**src/design/mmtm_pkg.sv**
```systemverilog
package mmtm_pkg;

  // sizing
  localparam int AXIS_WIDTH     = 16;
  localparam int COUNT_WIDTH    = 16;
  localparam int BASE_FRAC_BITS = 8;

  localparam int SUM_W   = 2 * AXIS_WIDTH + 2;
  localparam int ROOT_W  = AXIS_WIDTH + 1;
  localparam int REM_W   = ROOT_W + 3;
  localparam int BASE_W  = 16 + BASE_FRAC_BITS;
  localparam int MAGF_W  = ROOT_W + BASE_FRAC_BITS;
  localparam int DEV_W   = ((MAGF_W > BASE_W) ? MAGF_W : BASE_W) + 1;
  localparam int ACC_W   = DEV_W + 8;

  localparam int ROOT_STEPS = ROOT_W;
  localparam int STEP_W     = $clog2(ROOT_STEPS);

  // ema weights, 8 fraction bits
  localparam int W_OLD   = 251;
  localparam int W_NEW   = 5;
  localparam int W_SHIFT = 8;
  localparam int ONE_G   = 8192;

  localparam logic [BASE_W-1:0] BASE_RESET = BASE_W'(ONE_G) << BASE_FRAC_BITS;
  localparam logic [COUNT_WIDTH-1:0] COUNT_MAX = {COUNT_WIDTH{1'b1}};

  // configuration port
  localparam int CFG_IDX_W  = 3;
  localparam int CFG_DATA_W = 16;

  localparam logic [CFG_IDX_W-1:0] REG_ACCEL_ENABLE     = 3'd0;
  localparam logic [CFG_IDX_W-1:0] REG_MOTION_THRESHOLD = 3'd1;
  localparam logic [CFG_IDX_W-1:0] REG_MOTION_WINDOW    = 3'd2;
  localparam logic [CFG_IDX_W-1:0] REG_HALL_WINDOW      = 3'd3;
  localparam logic [CFG_IDX_W-1:0] REG_DEBOUNCE_TIME    = 3'd4;

  localparam logic [15:0] RST_MOTION_THRESHOLD = 16'd1229;
  localparam logic [15:0] RST_MOTION_WINDOW    = 16'd3000;
  localparam logic [15:0] RST_HALL_WINDOW      = 16'd3000;
  localparam logic [15:0] RST_DEBOUNCE_TIME    = 16'd50;

  // axis select for the shared squarer
  localparam logic [1:0] AXIS_X = 2'd0;
  localparam logic [1:0] AXIS_Y = 2'd1;
  localparam logic [1:0] AXIS_Z = 2'd2;

  typedef struct packed {
    logic        accel_enable;
    logic [15:0] motion_threshold;
    logic [15:0] motion_window;
    logic [15:0] hall_window;
    logic [15:0] debounce_time;
  } cfg_t;

  typedef struct packed {
    logic       load;
    logic       square;
    logic [1:0] axis_sel;
    logic       root_step;
    logic       check;
    logic       commit;
  } cmd_t;

  function automatic logic [15:0] sat16(logic [31:0] v);
    logic [15:0] r;
    r = (v > 32'h0000_FFFF) ? 16'hFFFF : v[15:0];
    return r;
  endfunction

endpackage

```
**src/design/mmtm_cfg.sv**
```systemverilog
module mmtm_cfg (
  input  logic                            clk_i,
  input  logic                            rst_ni,
  input  logic                            cfg_we_i,
  input  logic [mmtm_pkg::CFG_IDX_W-1:0]  cfg_index_i,
  input  logic [mmtm_pkg::CFG_DATA_W-1:0] cfg_data_i,
  output mmtm_pkg::cfg_t                  cfg_o
);
  import mmtm_pkg::*;

  cfg_t cfg_q, cfg_d;

  always_comb begin
    cfg_d = cfg_q;
    if (cfg_we_i) begin
      case (cfg_index_i)
        REG_ACCEL_ENABLE:     cfg_d.accel_enable     = cfg_data_i[0];
        REG_MOTION_THRESHOLD: cfg_d.motion_threshold = cfg_data_i;
        REG_MOTION_WINDOW:    cfg_d.motion_window    = cfg_data_i;
        REG_HALL_WINDOW:      cfg_d.hall_window      = cfg_data_i;
        REG_DEBOUNCE_TIME:    cfg_d.debounce_time    = cfg_data_i;
        default:              cfg_d = cfg_q;
      endcase
    end
  end

  always_ff @(posedge clk_i or negedge rst_ni) begin
    if (!rst_ni) begin
      cfg_q.accel_enable     <= 1'b1;
      cfg_q.motion_threshold <= RST_MOTION_THRESHOLD;
      cfg_q.motion_window    <= RST_MOTION_WINDOW;
      cfg_q.hall_window      <= RST_HALL_WINDOW;
      cfg_q.debounce_time    <= RST_DEBOUNCE_TIME;
    end else begin
      cfg_q <= cfg_d;
    end
  end

  assign cfg_o = cfg_q;

endmodule

```
**src/design/mmtm_ctrl.sv**
```systemverilog
module mmtm_ctrl (
  input  logic           clk_i,
  input  logic           rst_ni,
  input  logic           in_valid_i,
  output logic           in_stall_o,
  output logic           out_valid_o,
  input  logic           out_stall_i,
  input  logic           accel_enable_i,
  output mmtm_pkg::cmd_t cmd_o
);
  import mmtm_pkg::*;

  typedef enum logic [4:0] {
    ST_IDLE   = 5'b00001,
    ST_SQUARE = 5'b00010,
    ST_ROOT   = 5'b00100,
    ST_CHECK  = 5'b01000,
    ST_COMMIT = 5'b10000
  } state_e;

  state_e            state_q, state_d;
  logic [STEP_W-1:0] step_q, step_d;
  logic              out_valid_q, out_valid_d;
  logic              out_free;
  logic              accept;

  assign out_free = !out_valid_q || !out_stall_i;
  assign accept   = (state_q == ST_IDLE) && in_valid_i;

  always_comb begin
    state_d      = state_q;
    step_d       = step_q;
    cmd_o        = '0;
    cmd_o.axis_sel = step_q[1:0];
    case (state_q)
      ST_IDLE: begin
        if (in_valid_i) begin
          cmd_o.load = 1'b1;
          step_d     = '0;
          state_d    = accel_enable_i ? ST_SQUARE : ST_COMMIT;
        end
      end
      ST_SQUARE: begin
        cmd_o.square = 1'b1;
        if (step_q[1:0] == AXIS_Z) begin
          step_d  = '0;
          state_d = ST_ROOT;
        end else begin
          step_d = step_q + 1'b1;
        end
      end
      ST_ROOT: begin
        cmd_o.root_step = 1'b1;
        if (step_q == STEP_W'(ROOT_STEPS - 1)) begin
          step_d  = '0;
          state_d = ST_CHECK;
        end else begin
          step_d = step_q + 1'b1;
        end
      end
      ST_CHECK: begin
        cmd_o.check = 1'b1;
        state_d     = ST_COMMIT;
      end
      ST_COMMIT: begin
        if (out_free) begin
          cmd_o.commit = 1'b1;
          state_d      = ST_IDLE;
        end
      end
      default: state_d = ST_IDLE;
    endcase
  end

  always_comb begin
    out_valid_d = out_valid_q;
    if (out_valid_q && !out_stall_i) out_valid_d = 1'b0;
    if (cmd_o.commit) out_valid_d = 1'b1;
  end

  always_ff @(posedge clk_i or negedge rst_ni) begin
    if (!rst_ni) begin
      state_q     <= ST_IDLE;
      step_q      <= '0;
      out_valid_q <= 1'b0;
    end else begin
      state_q     <= state_d;
      step_q      <= step_d;
      out_valid_q <= out_valid_d;
    end
  end

  assign in_stall_o  = !accept && (state_q != ST_IDLE);
  assign out_valid_o = out_valid_q;

endmodule

```
**src/design/mmtm_dp.sv**
```systemverilog
module mmtm_dp (
  input  logic                                  clk_i,
  input  logic                                  rst_ni,
  input  mmtm_pkg::cmd_t                        cmd_i,
  input  mmtm_pkg::cfg_t                        cfg_i,
  input  logic [31:0]                           now_ms_i,
  input  logic signed [mmtm_pkg::AXIS_WIDTH-1:0] accel_x_i,
  input  logic signed [mmtm_pkg::AXIS_WIDTH-1:0] accel_y_i,
  input  logic signed [mmtm_pkg::AXIS_WIDTH-1:0] accel_z_i,
  input  logic                                  hall_level_i,
  output logic                                  motion_now_o,
  output logic                                  motion_fresh_o,
  output logic                                  hall_fresh_o,
  output logic [15:0]                           motion_events_o,
  output logic [15:0]                           hall_events_o,
  output logic [15:0]                           magnitude_o,
  output logic [15:0]                           baseline_level_o
);
  import mmtm_pkg::*;

  // captured transaction
  logic [31:0]                  now_q;
  logic signed [AXIS_WIDTH-1:0] ax_q, ay_q, az_q;
  logic                         lvl_q, en_q;

  // square root datapath
  logic [SUM_W-1:0]  sum_q;
  logic [ROOT_W-1:0] root_q;
  logic [REM_W-1:0]  rem_q;
  logic              below_q;

  // tracked state
  logic [BASE_W-1:0]      baseline_q, baseline_d;
  logic                   above_q, above_d;
  logic                   mseen_q, mseen_d;
  logic [31:0]            mtime_q, mtime_d;
  logic [COUNT_WIDTH-1:0] mcnt_q, mcnt_d;
  logic                   hlvl_q, hlvl_d;
  logic [31:0]            hsample_q, hsample_d;
  logic                   hseen_q, hseen_d;
  logic [31:0]            hchange_q, hchange_d;
  logic [COUNT_WIDTH-1:0] hcnt_q, hcnt_d;

  // result registers
  logic        mnow_q, mfresh_q, hfresh_q;
  logic [15:0] mev_q, hev_q, mag_q, blev_q;

  logic signed [AXIS_WIDTH-1:0]   sq_op;
  logic signed [2*AXIS_WIDTH-1:0] sq;
  logic [REM_W-1:0]               rem_sh, trial;
  logic                           ge;
  logic [DEV_W-1:0]               magf, base_ext, dev, thr;
  logic [ACC_W-1:0]               acc;
  logic                           mnow, hchanged;
  logic [31:0]                    sample_gap;

  always_comb begin
    case (cmd_i.axis_sel)
      AXIS_X:  sq_op = ax_q;
      AXIS_Y:  sq_op = ay_q;
      AXIS_Z:  sq_op = az_q;
      default: sq_op = ax_q;
    endcase
  end

  assign sq = sq_op * sq_op;

  // one result bit per step, two radicand bits consumed
  assign rem_sh = {rem_q[REM_W-3:0], sum_q[SUM_W-1 -: 2]};
  assign trial  = {2'b00, root_q[ROOT_W-2:0], 2'b01};
  assign ge     = rem_sh >= trial;

  assign magf     = DEV_W'(root_q) << BASE_FRAC_BITS;
  assign base_ext = DEV_W'(baseline_q);
  assign dev      = (magf >= base_ext) ? (magf - base_ext) : (base_ext - magf);
  assign thr      = DEV_W'(cfg_i.motion_threshold) << BASE_FRAC_BITS;

  assign acc = ACC_W'(baseline_q) * ACC_W'(W_OLD) + ACC_W'(magf) * ACC_W'(W_NEW)
             + (ACC_W'(1) << (W_SHIFT - 1));

  assign mnow       = en_q && !below_q;
  assign sample_gap = now_q - hsample_q;
  assign hchanged   = (sample_gap >= 32'(cfg_i.debounce_time)) && (lvl_q != hlvl_q);

  always_comb begin
    baseline_d = baseline_q;
    above_d    = above_q;
    mseen_d    = mseen_q;
    mtime_d    = mtime_q;
    mcnt_d     = mcnt_q;
    if (en_q) begin
      if (below_q) begin
        baseline_d = acc[W_SHIFT +: BASE_W];
        above_d    = 1'b0;
      end else begin
        mseen_d = 1'b1;
        mtime_d = now_q;
        above_d = 1'b1;
        if (!above_q && (mcnt_q != COUNT_MAX)) mcnt_d = mcnt_q + 1'b1;
      end
    end
  end

  always_comb begin
    hlvl_d    = hlvl_q;
    hsample_d = hsample_q;
    hseen_d   = hseen_q;
    hchange_d = hchange_q;
    hcnt_d    = hcnt_q;
    if (sample_gap >= 32'(cfg_i.debounce_time)) begin
      hsample_d = now_q;
      if (hchanged) begin
        hlvl_d    = lvl_q;
        hchange_d = now_q;
        hseen_d   = 1'b1;
        if (hcnt_q != COUNT_MAX) hcnt_d = hcnt_q + 1'b1;
      end
    end
  end

  // payload, square root and result registers
  always_ff @(posedge clk_i) begin
    if (cmd_i.load) begin
      now_q  <= now_ms_i;
      ax_q   <= accel_x_i;
      ay_q   <= accel_y_i;
      az_q   <= accel_z_i;
      lvl_q  <= hall_level_i;
      en_q   <= cfg_i.accel_enable;
      sum_q  <= '0;
      root_q <= '0;
      rem_q  <= '0;
    end
    if (cmd_i.square) sum_q <= sum_q + SUM_W'($unsigned(sq));
    if (cmd_i.root_step) begin
      sum_q  <= {sum_q[SUM_W-3:0], 2'b00};
      rem_q  <= ge ? (rem_sh - trial) : rem_sh;
      root_q <= {root_q[ROOT_W-2:0], ge};
    end
    if (cmd_i.check) below_q <= dev < thr;
    if (cmd_i.commit) begin
      mnow_q   <= mnow;
      mfresh_q <= mnow || (mseen_q && ((now_q - mtime_q) <= 32'(cfg_i.motion_window)));
      hfresh_q <= hchanged || (hseen_q && ((now_q - hchange_q) <= 32'(cfg_i.hall_window)));
      mev_q    <= sat16(32'(mcnt_d));
      hev_q    <= sat16(32'(hcnt_d));
      mag_q    <= en_q ? sat16(32'(root_q)) : 16'd0;
      blev_q   <= sat16(32'(baseline_d >> BASE_FRAC_BITS));
    end
  end

  // tracked state
  always_ff @(posedge clk_i or negedge rst_ni) begin
    if (!rst_ni) begin
      baseline_q <= BASE_RESET;
      above_q    <= 1'b0;
      mseen_q    <= 1'b0;
      mtime_q    <= '0;
      mcnt_q     <= '0;
      hlvl_q     <= 1'b1;
      hsample_q  <= '0;
      hseen_q    <= 1'b0;
      hchange_q  <= '0;
      hcnt_q     <= '0;
    end else if (cmd_i.commit) begin
      baseline_q <= baseline_d;
      above_q    <= above_d;
      mseen_q    <= mseen_d;
      mtime_q    <= mtime_d;
      mcnt_q     <= mcnt_d;
      hlvl_q     <= hlvl_d;
      hsample_q  <= hsample_d;
      hseen_q    <= hseen_d;
      hchange_q  <= hchange_d;
      hcnt_q     <= hcnt_d;
    end
  end

  assign motion_now_o     = mnow_q;
  assign motion_fresh_o   = mfresh_q;
  assign hall_fresh_o     = hfresh_q;
  assign motion_events_o  = mev_q;
  assign hall_events_o    = hev_q;
  assign magnitude_o      = mag_q;
  assign baseline_level_o = blev_q;

endmodule

```
**src/design/motion_and_magnet_tamper_monitor.sv**
```systemverilog
// channel | direction | handshake              | payload
// in      | sink      | in_valid_i / in_stall_o  | now_ms, accel_x/y/z, hall_level
// out     | source    | out_valid_o / out_stall_i | motion/hall flags, counters, levels
// cfg     | sink      | cfg_we_i                 | cfg_index_i, cfg_data_i
//
// a transaction with the accelerometer enabled goes from accept to the next accept
// through capture, the shared squarer once per axis, AXIS_WIDTH+1 square root steps,
// threshold compare and commit; with it disabled, only capture and commit
// the square root loop is the longest part
// reset (rst_ni, async low) restores registers and tracked state, output empty
// one output register: a new transaction is taken while a result waits, and the
// commit stalls only if the previous result has not been taken
module motion_and_magnet_tamper_monitor (
  input  logic                                   clk_i,
  input  logic                                   rst_ni,
  // input channel
  input  logic                                   in_valid_i,
  output logic                                   in_stall_o,
  input  logic [31:0]                            now_ms_i,
  input  logic signed [mmtm_pkg::AXIS_WIDTH-1:0] accel_x_i,
  input  logic signed [mmtm_pkg::AXIS_WIDTH-1:0] accel_y_i,
  input  logic signed [mmtm_pkg::AXIS_WIDTH-1:0] accel_z_i,
  input  logic                                   hall_level_i,
  // output channel
  output logic                                   out_valid_o,
  input  logic                                   out_stall_i,
  output logic                                   motion_now_o,
  output logic                                   motion_fresh_o,
  output logic                                   hall_fresh_o,
  output logic [15:0]                            motion_events_o,
  output logic [15:0]                            hall_events_o,
  output logic [15:0]                            magnitude_o,
  output logic [15:0]                            baseline_level_o,
  // configuration writes
  input  logic                                   cfg_we_i,
  input  logic [mmtm_pkg::CFG_IDX_W-1:0]         cfg_index_i,
  input  logic [mmtm_pkg::CFG_DATA_W-1:0]        cfg_data_i
);
  import mmtm_pkg::*;

  cfg_t cfg;
  cmd_t cmd;

  // register file, writes are registered
  mmtm_cfg u_cfg (
    .clk_i       (clk_i),
    .rst_ni      (rst_ni),
    .cfg_we_i    (cfg_we_i),
    .cfg_index_i (cfg_index_i),
    .cfg_data_i  (cfg_data_i),
    .cfg_o       (cfg)
  );

  // sequencer: capture, square, root, compare, commit
  mmtm_ctrl u_ctrl (
    .clk_i          (clk_i),
    .rst_ni         (rst_ni),
    .in_valid_i     (in_valid_i),
    .in_stall_o     (in_stall_o),
    .out_valid_o    (out_valid_o),
    .out_stall_i    (out_stall_i),
    .accel_enable_i (cfg.accel_enable),
    .cmd_o          (cmd)
  );

  // squarer, bit-serial square root, ema baseline, hall debounce, result register
  mmtm_dp u_dp (
    .clk_i            (clk_i),
    .rst_ni           (rst_ni),
    .cmd_i            (cmd),
    .cfg_i            (cfg),
    .now_ms_i         (now_ms_i),
    .accel_x_i        (accel_x_i),
    .accel_y_i        (accel_y_i),
    .accel_z_i        (accel_z_i),
    .hall_level_i     (hall_level_i),
    .motion_now_o     (motion_now_o),
    .motion_fresh_o   (motion_fresh_o),
    .hall_fresh_o     (hall_fresh_o),
    .motion_events_o  (motion_events_o),
    .hall_events_o    (hall_events_o),
    .magnitude_o      (magnitude_o),
    .baseline_level_o (baseline_level_o)
  );

endmodule

```
**config.mk**
```make
export PLATFORM = sky130hd
export DESIGN_NAME = motion_and_magnet_tamper_monitor
export DESIGN_NICKNAME = d
export VERILOG_FILES = /design/src/design/mmtm_pkg.sv /design/src/design/mmtm_cfg.sv /design/src/design/mmtm_ctrl.sv /design/src/design/mmtm_dp.sv /design/src/design/motion_and_magnet_tamper_monitor.sv
export SDC_FILE = /design/constraint.sdc
export NUM_CORES = 2
export LEC_CHECK = 0
export BUFFER_PORTS_ARGS = -buffer_cell sky130_fd_sc_hd__buf_2
export CAP_MARGIN = 20
export CORE_ASPECT_RATIO = 0.6
export CORE_UTILIZATION = 35
export CTS_CLUSTER_SIZE = 30
export DETAILED_ROUTE_END_ITERATION = 8
export HOLD_SLACK_MARGIN = 0.15
export SYNTH_ARGS = -nofsm -noshare
export SYNTH_HDL_FRONTEND = slang
export SYNTH_HIERARCHICAL = 1
export SYNTH_SLANG_ARGS = --single-unit
```
**constraint.sdc**
```tcl
create_clock -name clk_i -period 10.66 [get_ports clk_i]
set_clock_uncertainty 0.15 [all_clocks]
set_input_delay 0.533 -clock clk_i [delete_from_list [all_inputs] [get_ports clk_i]]
set_output_delay 0.533 -clock clk_i [all_outputs]
set_load 0.1 [all_outputs]
```
==> summary.txt <==
Finish
  – Share of layout cells above drive strength 1: 11.4%
  – Fin nets: 5,559
  – Non-Filler Instances: 6,305
  – Fill count: 11,900
  – Area grow syn2layout: 12.8%

CTS
  – CTS tree: done
  – Worst-skew pair later-pin latency: 0.66 ns
  – Number of H-tree levels: 2
  – Root Driver: clkbuf_16
  – CTS sink cnt: 451
  – Setup repair bufs after CTS: 0
  – CTS max path bufs: 3
  – TritonCTS Buffers: 50
  – CTS clock-pin slew for the worst setup and hold paths: 0.07 ns

Logic synthesis
  – Largest cells by area after synthesis: fa_1 17%, edfxtp_1 15%, ha_1 13%, dfrtp_1 12%, inv_1 6.9%
  – #FFs+latches synth: 451
  – Synth cell count leaders: 798 x inv_1, 443 x ha_1, 365 x fa_1, 291 x nand2_1, 240 x nor2_1
  – Netlist area before placement: 43,300 um2
  – Top-count cell post-synth: inv_1
  – Post-synth EDFFs: 217
  – Unique cell type count in the Yosys netlist: 104
  – Synth top area share: 16.9%
  – Most common flop cell mapped by yosys: edfxtp_1
  – Sequential share of the synthesized area: 28.6%
  – Post-Syn Instances: 4,386
  – Synth Net Count: 5,299
  – Yosys warns: 6
  – Ys async rst share: 51.4%
  – Biggest area consumer among synthesized cells: fa_1
  – Syn avg cell area: 9.88 um2

Floorplan
  – Die extent in x: 456 um
  – CORE AREA: 122,000 um2
  – Die H: 275 um
  – Die Area: 125,000 um2
  – Top Ports: 174
  – Starting Density: 35.5%
  – # rows: 99

Placement
  – Gp weighted congestion: 0.938
  – Number of cells after detailed placement: 6,114
  – DP HPWL: 91,100 um
  – PortBufs: 173

Global route
  – Largest net degree at the start of global routing: 151
  – Grt total ovfl: 0
  – GRT Resource Usage Total: 18.6%
  – First-pass GRT wire length: 183,000 um
  – Vias in the first global route: 31,200
  – Antenna violations before repair: 6

Critical path
  – WS Path Type: reg -> reg
  – WP data required: 10.89 ns
  – Crit end category: flop
  – Crit path DAT: 10.30 ns
  – Max FO, Critical Path: 34
  – Crit-path slowest cell: o21a_1
  – Most frequent CP cell: fa_1
  – Crit start category: flop
  – Crit-path max cell delay: 0.63 ns

Run status
  – Run status: completed

Route
  – Antenna-violating nets left: 0
  – Routed WL: 116,000 um
  – Vias per cell: 4.99
  – Routed length per instance: 18.5 um
  – DRT Pass-1 Iters: 7
  – Via count: 31,500
  – Initial DRC Count: 2,281
  – Residual DRC: 0

Timing
  – RSZ-0062 raised after global routing: no
  – Final setup fails: 0
  – Crit share post-route: 94.5%
  – Slew HR: 26.3%
  – Min Tclk post-route: 10.07 ns
  – Worst-case hold slack: 0.210 ns
  – Maximum clock rate: 0.0993 GHz
  – Max-slew violations: 0
  – Setup_tns: 0 ns
  – Slew @ Worst Pin: 1.08 ns
  – Hold Fails Final Rpt: 0

Worst hold path
  – Hold WC Path Type: in -> reg

Job
  – MaxCap Viol Count: 0
area by class of cell:
type                    instances  area (um2)  area share (%)
repair buffers                313        2190            4.49
multi-input cells            3024       27400            56.1
clock inverters                25         432           0.883
diodes                          2        5.00          0.0102
clock buffers                  68        1400            2.87
flip-flops and latches        451       12400            25.4
inverters                     806        3030            6.19
well taps                    1616        2020            4.14
per-layer routing:
metal	vias to the layer above	wire, um	track usage, %
li1	15300	-	-
met2	896	43500	24.7
met1	15200	61000	29.2
met4	0	2200	3.77
met5	-	0	0
met3	95	9790	5.34
worst paths after layout:
check	startpoint	endpoint	slack, ns	cells after the start
setup / recovery	u_ctrl/step_q[0]	u_dp/sum_q[33]	0.59	34
hold / removal	cfg_data_i[13]	u_cfg/cfg_o[13]	0.21	2
setup reg to reg	u_ctrl/step_q[0]	u_dp/sum_q[33]	0.59	34
hold reg to reg	u_dp/hseen_q	u_dp/hseen_q	0.33	1
max in group asynchronous	rst_ni	u_dp/hcnt_q[4]	8.70	3
min in group asynchronous	rst_ni	u_dp/baseline_q[17]	0.33	2
sequential cells by signal (all words and copies together) (netlist names), 5 cells and up:
signal	count
u_dp/mcnt_q	16
u_cfg/cfg_o	65
u_dp/root_q	17
u_dp/rem_q	18
u_dp/hsample_q	32
u_dp/hall_events_o	16
u_dp/motion_events_o	16
u_dp/baseline_level_o	16
u_dp/ay_q	16
u_dp/az_q	16
u_dp/now_q	32
u_ctrl/step_q	5
u_dp/hchange_q	32
u_dp/sum_q	34
u_dp/mtime_q	32
u_dp/magnitude_o	16
u_dp/ax_q	16
u_dp/baseline_q	24
u_ctrl/state_q	5
u_dp/hcnt_q	16
layout by cell type (no fill, tap or decap), types with 173 or more instances in the layout:
cell,synthesis,layout
inv_1,798,797
ha_1,443,441
fa_1,365,365
nand2_1,291,291
nor2_1,240,239
edfxtp_1,217,217
a21oi_1,207,206
dfrtp_1,205,205
o21ai_0,196,195
buf_2,9,173
repair_timing:
action,CTS,global route
endpoints found under the setup margin,0,3
resized for setup,0,3
endpoints found under the hold margin,195,0
hold buffers,95,0
per-stage QoR:
| step | utilization (%) | setup slack [ns] | instance area (um2) |
|---|---|---|---|
| after floorplan | - | 1.39 | 43300 |
| after global placement | 37.7 | 0.635 | 46100 |
| after detailed placement | 37.7 | 0.528 | 46100 |
| after CTS | 40.0 | 0.481 | 48900 |
| after global routing | 40.0 | 0.0401 | 48900 |
| final | 40.0 | 0.588 | 48900 |
cell families (layout without fill, tap and decap cells):
kind of cell | Yosys count | count (layout) | synth area share (%)
buffers and inverters | 911 | 1212 | 8.21
XOR/XNOR | 241 | 241 | 4.87
other | 0 | 2 | 0
AO/OA/AOI/OAI | 823 | 823 | 12.4
multiplexers | 204 | 204 | 5.69
flip-flops | 451 | 451 | 28.6
AND/OR/NAND/NOR | 948 | 948 | 10.6
adder cells (fa/ha/maj) | 808 | 808 | 29.7
worst max-delay path, delay by kind of cell (launching register included):
kind                     cells  cell delay, ns
AO/OA/AOI/OAI               12            2.99
XOR/XNOR                     2            0.24
adder cells (fa/ha/maj)      9            4.20
buffers and inverters        6            0.67
flip-flops                   1            0.48
AND/OR/NAND/NOR              5            1.04
Power is not shown: default switching activity piles up to over one toggle a cycle in this logic, so the estimate is an artifact.
